==> config.mk <==
export PLATFORM = sky130hd
export DESIGN_NAME = nwc_divider
export DESIGN_NICKNAME = d
export VERILOG_FILES = /design/src/hw/rtl/nwc_pkg.sv /design/src/hw/rtl/nwc_divider.sv
export SDC_FILE = /design/constraint.sdc
export NUM_CORES = 1
export LEC_CHECK = 0
export ABC_CLOCK_PERIOD_IN_PS = 4710
export BUFFER_PORTS_ARGS = -buffer_cell sky130_fd_sc_hd__buf_2
export CAP_MARGIN = 20
export CORE_MARGIN = 4
export CORE_UTILIZATION = 35
export CTS_BUF_LIST = sky130_fd_sc_hd__clkbuf_8
export CTS_CLUSTER_SIZE = 10
export DETAILED_ROUTE_END_ITERATION = 10
export SYNTH_ARGS = -nofsm -noshare
export SYNTH_HDL_FRONTEND = slang
export SYNTH_SLANG_ARGS = --single-unit
==> constraint.sdc <==
create_clock -name clk -period 4.71 [get_ports clk]
set_input_delay 0.942 -clock clk [delete_from_list [all_inputs] [get_ports clk]]
set_output_delay 0.942 -clock clk [all_outputs]
set_load 0.01 [all_outputs]
==> src/hw/rtl/nwc_pkg.sv <==
//------------------------------------------------------------------------------
// nwc_pkg
// Shared types and constants of the normalized window convolution block.
//------------------------------------------------------------------------------
package nwc_pkg;

	localparam int PIX_W  = 8;
	localparam int POS_W  = 12;
	localparam int GEOM_W = 13;
	localparam int CFG_W  = 24;
	localparam int IDX_W  = 3;
	localparam int NORM_W = 11;
	localparam int SUM_W  = 20;
	localparam int QUO_W  = 8;

	typedef enum logic [IDX_W-1:0] {
		REG_LINE_WIDTH   = 3'd0,
		REG_FRAME_HEIGHT = 3'd1,
		REG_COEF_TOP     = 3'd2,
		REG_COEF_MIDDLE  = 3'd3,
		REG_COEF_BOTTOM  = 3'd4
	} reg_index_t;

	typedef struct packed {
		logic             last;
		logic [POS_W-1:0] row;
		logic [POS_W-1:0] col;
	} res_tag_t;

endpackage

==> src/hw/rtl/nwc_divider.sv <==
//------------------------------------------------------------------------------
// nwc_divider
// Pipelined restoring divider: one quotient bit per stage, eight stages.
//------------------------------------------------------------------------------
module nwc_divider
	import nwc_pkg::*;
(
	input  logic              clk,
	input  logic              arst_n,
	input  logic              in_valid,
	input  logic [SUM_W-1:0]  dividend,
	input  logic [NORM_W-1:0] divisor,
	input  res_tag_t          in_tag,
	input  logic              advance,
	output logic              out_valid,
	output logic [QUO_W-1:0]  quotient,
	output res_tag_t          out_tag
);

	// The quotient is known to fit in eight bits, so only the low eight
	// quotient positions are resolved; the remainder stays below the divisor.
	logic              vld_q [QUO_W+1];
	logic [SUM_W-1:0]  rem_q [QUO_W+1];
	logic [NORM_W-1:0] dvs_q [QUO_W+1];
	logic [QUO_W-1:0]  quo_q [QUO_W+1];
	res_tag_t          tag_q [QUO_W+1];

	always_comb begin
		vld_q[0] = in_valid;
		rem_q[0] = dividend;
		dvs_q[0] = divisor;
		quo_q[0] = '0;
		tag_q[0] = in_tag;
	end

	for (genvar k = 0; k < QUO_W; k++) begin : g_stage
		localparam int SH = QUO_W - 1 - k;
		logic [SUM_W:0] trial;
		logic           fits;
		logic              vld_s;
		logic [SUM_W-1:0]  rem_s;
		logic [NORM_W-1:0] dvs_s;
		logic [QUO_W-1:0]  quo_s;
		res_tag_t          tag_s;
		always_comb begin
			trial = {1'b0, rem_q[k]} -
				({{(SUM_W+1-NORM_W){1'b0}}, dvs_q[k]} << SH);
			fits = !trial[SUM_W] && (dvs_q[k] != '0);
		end
		always_ff @(posedge clk or negedge arst_n) begin
			if (!arst_n) begin
				vld_s <= 1'b0;
			end else if (advance) begin
				vld_s <= vld_q[k];
			end
		end
		always_ff @(posedge clk) begin
			if (advance) begin
				rem_s <= fits ? trial[SUM_W-1:0] : rem_q[k];
				dvs_s <= dvs_q[k];
				quo_s <= quo_q[k] | (fits ? (QUO_W'(1) << SH) : '0);
				tag_s <= tag_q[k];
			end
		end
		always_comb begin
			vld_q[k+1] = vld_s;
			rem_q[k+1] = rem_s;
			dvs_q[k+1] = dvs_s;
			quo_q[k+1] = quo_s;
			tag_q[k+1] = tag_s;
		end
	end

	assign out_valid = vld_q[QUO_W];
	assign quotient  = quo_q[QUO_W];
	assign out_tag   = tag_q[QUO_W];

endmodule

Word-level counts from Yosys, hierarchy flattened
Index checks and enable logic that the tools add are counted.

storage, ports and cells
  input bits = 60
  word-level logic and storage cells = 108
  bits in registers = 489
  output and inout bits = 34

operators by class
  reduce and logical (&&, ||, !) cells = 24
  bitwise gates (word level) = 7
  add/subtract/negate cells = 8
  multiplexer cells = 15

operators by type and width
  kind                count
  $mux 20             7
  $reduce_bool 11->1  8
  $sub 20x11->21      1
  $sub 20x12->21      1
  $sub 20x13->21      1
  $sub 20x14->21      1
  $sub 20x15->21      1
  $sub 20x16->21      1
  $sub 20x17->21      1
  $sub 20x18->21      1
  $logic_and 1x1->1   8
  $logic_not 1->1     8
  $mux 8              1
  $or 8x1->8          1
  $or 8x2->8          1
  $or 8x3->8          1
  $or 8x4->8          1
  $or 8x5->8          1
  $or 8x6->8          1
  $or 8x7->8          1
  $mux 7              1
  $mux 6              1
  $mux 5              1
  $mux 4              1
  3 further kinds     3

Longest topological paths before layout
Gate-level depths: netlist of run 1.

  depth after elaboration = 5
  mapped depth = 11
  gate-level depth less buffers = 10

Least setup slack after synthesis of run 1
No wires, ideal clock.

  path type = in2reg
  start = input divisor[6]
  end = register g_stage[0].rem_s[7], data pin
  path buffers = 1
  stages = 7
  required time = 4443 ps
  path slack = 1801 ps
  data arrival time = 2642 ps
  setup time = 267 ps
  cell sequence = inv_1 -> ha_1 -> a2111oi_0 -> a21oi_1 -> o31ai_2 -> clkbuf_1 -> o21ai_0

between the ends
  longest elaborated chain between the ends = 4
  elaborated cells on any way between the ends = 5
  those cells by class = 1 x add/sub; 1 x mux; 3 x reduce/logical

ends and longest elaborated chain
  what                   RTL line           source
  start, declared        nwc_divider.sv:12  input logic [NORM_W-1:0] divisor,
  $sub 20x18->21         nwc_divider.sv:46  trial = {1'b0, rem_q[k]} -
  $logic_not 1->1        nwc_divider.sv:48  fits = !trial[SUM_W] && (dvs_q[k] != '0);
  $logic_and 1x1->1 (*)  nwc_divider.sv:48
  $mux 20 (*)            nwc_divider.sv:59  rem_s <= fits ? trial[SUM_W-1:0] : rem_q[k];
  end signal, assigned   nwc_divider.sv:59
  end, declared          nwc_divider.sv:41  logic [SUM_W-1:0] rem_s;

Every way passes the cells marked *; elsewhere a longest branch is shown, timed or not.
A chain may end at the register's enable or synchronous reset.

Final worst setup path of run 1
  start = register g_stage[4].dvs_s[0]
  end = register g_stage[5].rem_s[3], data pin

between the ends
  longest elaborated chain between the ends = 4
  elaborated cells on any way between the ends = 5
  those cells by class = 1 x add/sub; 1 x mux; 3 x reduce/logical

ends and longest elaborated chain
  what                    RTL line           source
  start, declared         nwc_divider.sv:42  logic [NORM_W-1:0] dvs_s;
  start signal, assigned  nwc_divider.sv:60  dvs_s <= dvs_q[k];
  $sub 20x13->21          nwc_divider.sv:46
  $logic_not 1->1         nwc_divider.sv:48
  $logic_and 1x1->1       nwc_divider.sv:48
  $mux 20 (*)             nwc_divider.sv:59
  end signal, assigned    nwc_divider.sv:59
  end, declared           nwc_divider.sv:41

Marked as above.

==> results of run 1 <==
==> sequential cells by signal, summed over array words and instances (netlist names) <==
register	cells
g_stage.dvs_s	77
g_stage.quo_s	28
g_stage.rem_s	140
g_stage.tag_s	175
g_stage.vld_s	7
out_tag	25
out_valid	1
quotient	8
==> worst max-delay path: stages (launching register included) <==
cell	delay [ns]
edfxtp_1	0.43
ha_1	0.21
inv_1	0.06
fa_1	0.42
a211oi_1	0.29
o21bai_1	0.16
o21ai_1	0.32
a31o_2	0.49
mux2_2	0.39
==> metal layers <==
layer  routed length [µm]  GRT usage, %  share of wire [%]
met1                13380         12.66                 42
met2                15760         18.44                 50
met4                 1116         4.833                3.5
met5                    0             0                  0
met3                 1561         3.157                4.9
==> how the worst min path moves through the flow <==
stage	start	to	slack, ns	cells past startpoint
6_report	arst_n	g_stage[0].vld_s	0.15	1
3_3_place_gp	g_stage[2].tag_s[14]	g_stage[3].tag_s[14]	0.40	0
5_1_grt	arst_n	g_stage[2].vld_s	0.09	1
2_1_floorplan	g_stage[0].quo_s[7]	g_stage[1].quo_s[7]	0.40	0
4_1_cts	arst_n	g_stage[0].vld_s	0.08	1
3_5_place_dp	g_stage[0].tag_s[12]	g_stage[1].tag_s[12]	0.40	0
==> power by group <==
part           internal [mW]  switching, mW  total [mW]  leakage [nW]
Sequential              5.25          0.285        5.53          4.49
Clock                   1.68           1.51        3.18         0.805
Combinational          0.980           1.21        2.19          3.15
==> logic make-up (layout without fill, tap and decap cells) <==
group	Yosys count	in the layout	synth area share [%]
muxes	24	24	1.354
adders and majority gates	94	94	6.240
AOI/OAI and AO/OA	266	266	8.744
DFF	461	461	70.11
xor gates and xnor gates	75	75	3.336
and+or+nand+nor	298	298	7.575
buffers and inverters	134	361	2.644
==> Yosys cell counts (21+ instances only) <==
cell / n
o21a_1: 21
nor4_1: 26
edfxtp_1: 453
nand3_1: 21
xnor2_1: 35
ha_1: 87
nand2_1: 98
inv_1: 117
a21oi_1: 45
nor2_1: 51
o21ai_0: 95
xor2_1: 40
==> cell type report <==
class                           count  area, µm²  share of cell area, %
Clock buffer                       83       1142                  5.067
Clock inverter                     53      254.0                  1.127
Inverter                          119      446.7                  1.981
Multi-Input combinational cell    757       5365                  23.80
Sequential cell                   461      13800                  61.22
Tap cell                          748      935.9                  4.151
Timing Repair Buffer              106      598.1                  2.653
==> results.md, run 1 <==
* Status: complete, no violations
* Largest cells by area after synthesis: edfxtp_1 (69%), ha_1 (5.5%), o21ai_0 (2.4%)
* Leakage power at between 8 and 9 nW
* Slew Limit Headroom at 38.11%
* Max_cap viols at 0
* Most common cell after layout, fill and taps aside: edfxtp_1
* Clk buf depth at 3
* RR Endpoint: g_stage[5].rem_s[3]
* Layout fillers at roughly 5100
* Top cell type's share of synthesized area at between 60% and 70%
* Highest-count cells in the layout ignoring fill and taps: edfxtp_1 (453), inv_1 (140), nand2_1 (98)
* Vias in the first global route at roughly 11000
* Cells on worst reg2reg path at 8
* Final min period at roughly 3 ns
* Placement Cell Area at ~21000 µm²
* GR Overflow Total at 0
* Yosys top cell by area: edfxtp_1
* Final Cell Area at ~23000 µm²
* DR vias at ~11000
* Antenna-violating nets left at 0
* Effective utilization at floorplan at 35.53%
* Max-slew violations at 0
* Max Fanout on Critical Path at 23
* Slew @ Worst Pin at 0.9283 ns
* Endpoint type of the worst setup path: flop
* I/O Buffers at 93
* Post-Syn Instances at ~1400
* Core box area at about 55000 µm²
* Initial antenna violation count at 0
* All-layer global routing usage at 10.81%
* Post_cts resized at 0
* Clk sinks at 461
* Clock Skew at ~0.021 ns
* Place WS at roughly 1.2 ns
* Share of post-route cells with drive strength above 1 at 15.33%
* Worst setup margin at about 1.7 ns
* R2r setup slk at between 1.5 and 2 ns
* WHS at around 0.15 ns
* TritonRoute pass-1 iters at 5
* CP Class: reg -> reg
* # H-tree levels at 3
* TritonCTS clock tree: yes
* Final hold violation count at 0
* Rows at between 80 and 90
* Unrepaired setup endpoints after global routing: no
* Ys flop type: edfxtp_1
* Total wire length at approximately 32000 µm
* Mapped cell area at around 20000 µm²
* Post-route core utilization at between 40% and 50%
* I/O pins at 94
* Final setup fails at 0
* FF-to-FF Start: g_stage[4].dvs_s[0]
* Class of the worst hold path: in -> async
* N_diodes at 0
* Pin count of the biggest net entering global routing at 83
* Vias per cell at approximately 4.7
* Vert. Die Dim at between 200 and 250 µm
* Routability cong. at 0.8343
* Power, Total at ~11 mW
* Die X at roughly 250 µm
* Crit path launch: g_stage[4].dvs_s[0]
* Post-Layout Cell Count at ~2300
* Seq/Total Area, Yosys at 70.11%
* Post-synth EDFFs at 453
* Critical Path AT at 3.40 ns
* Setup TNS at 0 ns
* DP Cell Count at between 2000 and 2500
* First-pass GRT wire length at between 50000 and 60000 µm
* Die area at around 60000 µm²
* Final period util at approximately 64%
* DR WL/cell at 13.67 µm
* Clock Latency Late Sink at approximately 0.63 ns
* Max VDD drop at 0.1820 mV
* Root buffer cell: clkbuf_8
* HPWL after DPL at around 22000 µm
* CTS Buf Count at 79
* Synth cell types at 70
* Post-CTS Setup Bufs at 0
* Fmax achieved at about 330 MHz
* P&R area growth vs syn at 14.51%
* Number of DRC violations after detailed-routing iteration 0 at roughly 600
* PD cells at between 400 and 500 nW/µm²
* Synth Warn # at 0
* WP data required at 5.08 ns
* Worst setup SP type: flop
* Crit path to: g_stage[5].rem_s[3]
* Async set or reset register ratio after synthesis at 1.735%
* CTS Hold Bufs at 0
* Syn nets at 1506
* Final net count at 1678
* FF+latch count, synth at around 460
* Worst-path clk slew at ~0.060 ns
* Remaining DRCs at 0
* Mapped Avg Cell Area at approximately 15 µm²
Note: power is estimated with default switching activity, not from simulation.
==> run 2, diff against run 1 <==
--- a/config.mk
+++ b/config.mk
@@ -5,7 +5,7 @@
 export SDC_FILE = /design/constraint.sdc
 export NUM_CORES = 1
 export LEC_CHECK = 0
-export ABC_CLOCK_PERIOD_IN_PS = 4710
+export ABC_CLOCK_PERIOD_IN_PS = 2660
 export BUFFER_PORTS_ARGS = -buffer_cell sky130_fd_sc_hd__buf_2
 export CAP_MARGIN = 20
 export CORE_MARGIN = 4
==> constraint.sdc (replaced) <==
create_clock -name clk -period 2.66 [get_ports clk]
set_input_delay 0.532 -clock clk [delete_from_list [all_inputs] [get_ports clk]]
set_output_delay 0.532 -clock clk [all_outputs]
set_load 0.01 [all_outputs]
==> results.md, run 2 (same netlist as run 1, synthesis figures left out) <==
* Vert. Die Dim at 245.2 µm (unchanged)
* Clk buf depth at 3 (unchanged)
* Slowest-stage cell, CP: edfxtp_1
* Rows at 86 (unchanged)
* # H-tree levels at 3 (unchanged)
* Clk sinks at 461 (unchanged)
* PD cells at 877.4 nW/µm² (+81%)
* Slowest stage delay, CP at 0.40 ns (-0.09 ns)
* Setup TNS at 0 ns (unchanged)
* Clock Latency Late Sink at 0.64 ns (about the same)
* Vias per cell at 4.710 (+0.52%)
* Class of the worst hold path: in -> reg
* Metal-1 WL at 14310 µm (+7.0%)
* Core box area at 55420 µm² (unchanged)
* CTS Buf Count at 80 (+1.3%)
* GR Overflow Total at 0 (unchanged)
* Power, Total at 20.66 mW (+89%)
* Worst Hold Path EP: g_stage[0].rem_s[1]
* TritonCTS clock tree: yes
* Max Fanout on Critical Path at 4 (-83%)
* Metal3 WL at 1578 µm (+1.1%)
* I/O Buffers at 93 (unchanged)
* CP Class: reg -> reg
* Unrepaired setup endpoints after global routing: yes
* Highest-count cells in the layout ignoring fill and taps: edfxtp_1 (453), inv_1 (137), nand2_1 (98)
* Final net count at 1746 (+4.1%)
* Number of DRC violations after detailed-routing iteration 0 at 456 (-24%)
* Antenna-violating nets left at 0 (unchanged)
* WHS at 0.07571 ns (-0.07730 ns)
* First-pass GRT wire length at 55180 µm (+3.0%)
* Most flop-heavy register: g_stage.tag_s
* WL met2 at 16830 µm (+6.8%)
* Total wire length at 33920 µm (+6.6%)
* Final period util at 96.95% (+33 points)
* Post-route core utilization at 42.48% (+1.8 points)
* HPWL after DPL at 23600 µm (+8.2%)
* P&R area growth vs syn at 19.56%
* Worst-path clk slew at 0.06 ns (about the same)
* Initial antenna violation count at 1 (+1)
* Largest regs: g_stage.tag_s: 175 flops, g_stage.rem_s: 140 flops, g_stage.dvs_s: 77 flops
* Max-slew violations at 0 (unchanged)
* Depth of the worst hold-timing path at 1
* Status: complete, no violations
* Fmax achieved at 387.8 MHz (+17%)
* Remaining DRCs at 0 (unchanged)
* Most common cell after layout, fill and taps aside: edfxtp_1
* All-layer global routing usage at 11.17% (+0.37 points)
* Endpoint type of the worst setup path: flop
* Top sig layer: met4
* Max VDD drop at 0.3553 mV (+95%)
* Cells on worst reg2reg path at 8 (unchanged)
* Root buffer cell: clkbuf_8
* RR Endpoint: g_stage[6].rem_s[18]
* Effective utilization at floorplan at 35.53% (unchanged)
* Die X at 245.2 µm (unchanged)
* Share of post-route cells with drive strength above 1 at 20.10% (+4.8 points)
* Layout fillers at 5005 (-2.2%)
* Final min period at 2.579 ns (-0.4452 ns)
* HP Start: dividend[1]
* Clock Skew at 0.03341 ns (+0.01245 ns)
* Final hold violation count at 0 (unchanged)
* TritonRoute pass-1 iters at 5 (unchanged)
* Leakage power at 8.931 nW (+5.8%)
* Max reg flops at 175 (unchanged)
* Slew @ Worst Pin at 0.5160 ns (-0.4123 ns)
* Critical Path AT at 2.93 ns (-0.47 ns)
* Crit path cell chain: inv_1 > ha_1 > a21oi_1 > a2111oi_2 > or2_2 > a211o_1 > nor3b_1 > xor2_1
* Die area at 60110 µm² (unchanged)
* R2r setup slk at 0.08 ns (-1.60 ns)
* Routability cong. at 0.8751 (+4.9%)
* FF-to-FF Start: g_stage[5].dvs_s[2]
* I/O pins at 94 (unchanged)
* DR WL/cell at 14.13 µm (+3.3%)
* Area of the multi-input gates at 5459 µm² (+1.7%)
* Vias in the first global route at 11560 (+2.9%)
* Slew Limit Headroom at 65.28% (+27 points)
* WP data required at 3.01 ns (-2.07 ns)
* Worst setup SP type: flop
* DR vias at 11310 (+3.7%)
* Register area at 13800 µm² (unchanged)
* Final setup fails at 0 (unchanged)
* Pin count of the biggest net entering global routing at 88 (+6.0%)
* Max_cap viols at 0 (unchanged)
## run 2: cell types whose count changed in the layout (fill, tap and decap cells not counted), moves of 3 or more
cell | previous run | this run
buf_4 | 11 | 61
a211oi_2 | 0 | 3
nor4_1 | 26 | 22
nor4_2 | 0 | 4
dlygate4sd3_1 | 0 | 6
a21oi_1 | 45 | 41
buf_12 | 2 | 12
a21oi_2 | 0 | 4
clkinvlp_4 | 1 | 4
inv_1 | 140 | 137
bufinv_16 | 1 | 10
a211oi_1 | 11 | 8
## run 2: per-layer routing
metal / global-route usage [%] / up-vias
li1: - / 5615
met1: 12.95 / 5364
met2: 19.12 / 236
met3: 3.266 / 94
met4: 5.236 / 0
met5: 0 / -
## run 2: worst max-delay path: cells and delay by family, from the launching register on
kind / cells / cell delay, ns
buf+inv: 1 / 0.06
fa+ha+maj: 1 / 0.33
xor+xnor: 1 / 0.10
simple gates: 2 / 0.59
compound gates: 3 / 0.81
flops: 1 / 0.40
## run 2: worst max path at each step
| stage | startpoint | endpoint | slack [ns] | cells after the start |
|---|---|---|---|---|
| 4_1_cts | g_stage[4].dvs_s[0] | g_stage[5].rem_s[13] | 0.01 | 9 |
| 2_1_floorplan | divisor[6] | g_stage[0].rem_s[7] | 0.16 | 7 |
| 6_report | g_stage[5].dvs_s[2] | g_stage[6].rem_s[18] | 0.08 | 8 |
| 5_1_grt | g_stage[0].dvs_s[4] | g_stage[1].rem_s[10] | -0.04 | 8 |
| 3_3_place_gp | dividend[7] | g_stage[0].rem_s[17] | 0.05 | 10 |
| 3_5_place_dp | g_stage[4].dvs_s[0] | g_stage[5].rem_s[13] | -0.006 | 9 |
## run 2: stage by stage
stage	instances	setup WS, ns	area [µm²]
global route	2401	-0.03799	23540
detailed placement	2249	-0.005873	21710
finish	2401	0.08119	23540
floorplan	1352	0.1611	19690
CTS	2397	0.01174	23420
global placement	2249	0.04863	21710
## run 2: cell type report
class	count	share of cell area, %
Sequential cell	461	58.64
Multi-Input combinational cell	757	23.19
Timing Repair Buffer	173	5.289
Clock buffer	81	4.736
Tap cell	748	3.976
Clock inverter	61	2.264
Inverter	119	1.898
Antenna cell	1	0.01063
## run 2: power by group
part	switching, mW	total [mW]	internal (mW)
Clock	2.78	6.60	3.82
Combinational	2.29	4.24	1.96
Sequential	0.520	9.81	9.29
## run 2: repair_timing
action / 4_1_cts / 5_1_grt
endpoints found under the hold margin: 13 / 0
resized for setup: 1 / 23
hold buffers: 6 / 0
buffers inserted: 0 / 3
pin swaps: 1 / 4
endpoints found under the setup margin: 2 / 32
==> run 3, diff against run 2 <==
--- a/config.mk
+++ b/config.mk
@@ -8,11 +8,14 @@
 export ABC_CLOCK_PERIOD_IN_PS = 2660
 export BUFFER_PORTS_ARGS = -buffer_cell sky130_fd_sc_hd__buf_2
 export CAP_MARGIN = 20
+export CELL_PAD_IN_SITES_DETAIL_PLACEMENT = 1
+export CELL_PAD_IN_SITES_GLOBAL_PLACEMENT = 1
 export CORE_MARGIN = 4
 export CORE_UTILIZATION = 35
 export CTS_BUF_LIST = sky130_fd_sc_hd__clkbuf_8
 export CTS_CLUSTER_SIZE = 10
 export DETAILED_ROUTE_END_ITERATION = 10
+export PLACE_DENSITY_LB_ADDON = 0.1
 export SYNTH_ARGS = -nofsm -noshare
 export SYNTH_HDL_FRONTEND = slang
 export SYNTH_SLANG_ARGS = --single-unit
==> results.md, run 3 (same netlist as run 1, synthesis figures left out) <==
* Worst setup SP type: flop
* Initial antenna violation count at 1 (unchanged)
* Clk sinks at 461 (unchanged)
* First-pass GRT wire length at 63380 µm (+15%)
* TritonRoute pass-1 iters at 4 (-1)
* Crit path launch: g_stage[3].dvs_s[9]
* P&R area growth vs syn at 20.81%
* Max_cap viols at 0 (unchanged)
* Endpoint type of the worst setup path: flop
* Remaining DRCs at 0 (unchanged)
* WHS at 0.07913 ns (+0.003427 ns)
* Fmax achieved at 387.5 MHz (about the same)
* Leakage power at 9.091 nW (+1.8%)
* Layout fillers at 5714 (+14%)
* Total wire length at 38240 µm (+13%)
* All-layer global routing usage at 13.04% (+1.9 points)
* Setup TNS at 0 ns (unchanged)
* Placement Cell Area at 21840 µm² (+0.62%)
* Comb pwr share at 22.0% (+1.5 points)
* Highest-count cells in the layout ignoring fill and taps: edfxtp_1 (453), inv_1 (143), nand2_1 (98)
* HPWL after DPL at 27100 µm (+15%)
* DP Cell Count at 2272 (+1.0%)
* Critical Path AT at 2.98 ns (+0.05 ns)
* Routability cong. at 0.8618 (-1.5%)
* I/O Buffers at 93 (unchanged)
* Status: complete, no violations
* Clock Latency Late Sink at 0.67 ns (+0.03 ns)
* GR Overflow Total at 0 (unchanged)
* PD cells at 851.7 nW/µm² (-2.9%)
* Final Cell Area at 23790 µm² (+1.0%)
* Class of the worst hold path: in -> reg
* Largest regs: g_stage.tag_s: 175 flops, g_stage.rem_s: 140 flops, g_stage.dvs_s: 77 flops
* Final net count at 1794 (+2.7%)
* Final hold violation count at 0 (unchanged)
* Max VDD drop at 0.3230 mV (-9.1%)
* Vert. Die Dim at 245.2 µm (unchanged)
* CTS Buf Count at 82 (+2.5%)
* Post-Layout Cell Count at 2447 (+1.9%)
* Number of DRC violations after detailed-routing iteration 0 at 361 (-21%)
* Final period util at 97.03% (about the same)
* HP Start: dividend[5]
* Root buffer cell: clkbuf_8
* Share of post-route cells with drive strength above 1 at 20.91% (+0.81 points)
* Slew @ Worst Pin at 0.7052 ns (+0.1892 ns)
* CP Class: reg -> reg
* Final min period at 2.581 ns (+0.002123 ns)
* Max reg flops at 175 (unchanged)
* DR WL/cell at 15.63 µm (+11%)
* Effective utilization at floorplan at 35.53% (unchanged)
* Post-route core utilization at 42.92% (+0.44 points)
* Int Pwr at 14.48 mW (-3.9%)
* Most common cell after layout, fill and taps aside: edfxtp_1
* Clk buf depth at 3 (unchanged)
* Reg power frac at 48.5% (+1.0 points)
* Die area at 60110 µm² (unchanged)
* Clock Skew at 0.02597 ns (-0.007434 ns)
* Core box area at 55420 µm² (unchanged)
* WP data required at 3.06 ns (+0.05 ns)
* Die X at 245.2 µm (unchanged)
* Antenna-violating nets left at 0 (unchanged)
* Vias per cell at 4.684 (-0.56%)
* # H-tree levels at 3 (unchanged)
* Max-slew violations at 0 (unchanged)
* Switching Share at 28.54% (+1.5 points)
* TritonCTS clock tree: yes
* Rows at 86 (unchanged)
* Most flop-heavy register: g_stage.tag_s
* Max Fanout on Critical Path at 7 (+3)
* DR vias at 11460 (+1.3%)
* Vias in the first global route at 12740 (+10%)
* I/O pins at 94 (unchanged)
* Worst-path clk slew at 0.06 ns (about the same)
* Final setup fails at 0 (unchanged)
* Psw at 5.782 mW (+3.5%)
* Clock network power share at 29.5% (-2.4 points)
* Pin count of the biggest net entering global routing at 104 (+18%)
* Slew Limit Headroom at 52.70% (-13 points)
* FF-to-FF Start: g_stage[3].dvs_s[9]
==> run 3: cell count changes in the layout (fill, tap and decap cells not counted), moves of 4 or more <==
cell           delta
dlygate4sd3_1    +22
buf_4            +24
clkinvlp_4        -4
a21oi_2           +4
a21oi_1           -4
bufinv_16         -8
inv_1             +6
==> run 3: area by class of cell <==
type                       count  area [µm²]  area share, %
antenna                        1       2.502        0.01052
clock buffer                  83        1142          4.803
clock inverter                59       347.8          1.462
inverter                     119       446.7          1.878
multi-input combinational    758        5505          23.15
sequential                   461       13800          58.03
tap                          748       935.9          3.935
timing repair buffer         218        1602          6.733
==> run 3: final timing paths <==
| kind | endpoint | slack (ns) | depth (start not counted) |
|---|---|---|---|
| max in group asynchronous | out_valid | 2.23 | 2 |
| setup reg to reg | g_stage[4].rem_s[18] | 0.08 | 8 |
| setup / recovery | g_stage[4].rem_s[18] | 0.08 | 8 |
| min in group asynchronous | g_stage[6].vld_s | 0.25 | 2 |
| hold reg to reg | g_stage[2].tag_s[8] | 0.40 | 0 |
| hold / removal | g_stage[0].rem_s[5] | 0.08 | 1 |
==> run 3: critical path: stages (launching register included) <==
cell      delay, ns
edfxtp_1       0.38
inv_1          0.05
ha_1           0.41
and3_1         0.26
nand2_1        0.07
a211oi_1       0.57
nor3_2         0.09
and4_1         0.23
mux2_2         0.27
==> run 3: per-stage QoR <==
step	setup slack, ns	power, mW
2_1_floorplan	0.1611	12.77
3_3_place_gp	-0.001923	14.16
3_5_place_dp	-0.06836	14.30
4_1_cts	0.005380	20.52
5_1_grt	-0.05312	21.67
6_report	0.07907	20.26
==> run 3: power by group through the flow <==
stage | Sequential [mW] | Combinational, mW | Clock, mW
6_report | 9.82 | 4.46 | 5.98
5_1_grt | 9.93 | 5.08 | 6.66
4_1_cts | 9.84 | 4.39 | 6.30
3_5_place_dp | 9.98 | 4.32 | 0
3_3_place_gp | 9.95 | 4.21 | 0
2_1_floorplan | 9.78 | 2.99 | 0
==> run 3: timing repair <==
action | in CTS | in global routing
buffers inserted | 0 | 1
pin swaps | 1 | 3
hold buffers | 28 | 0
resized for setup | 3 | 34
hold endpoints to repair | 35 | 0
cloned | 0 | 3
endpoints found under the setup margin | 6 | 63
==> run 3: per-layer routing <==
layer | share of wire (%) | GRT usage [%] | wire length (µm)
met1 | 39 | 13.90 | 14760
met2 | 55 | 24.56 | 21010
met3 | 3.2 | 2.556 | 1229
met4 | 3.2 | 6.276 | 1242
met5 | 0 | 0 | 0
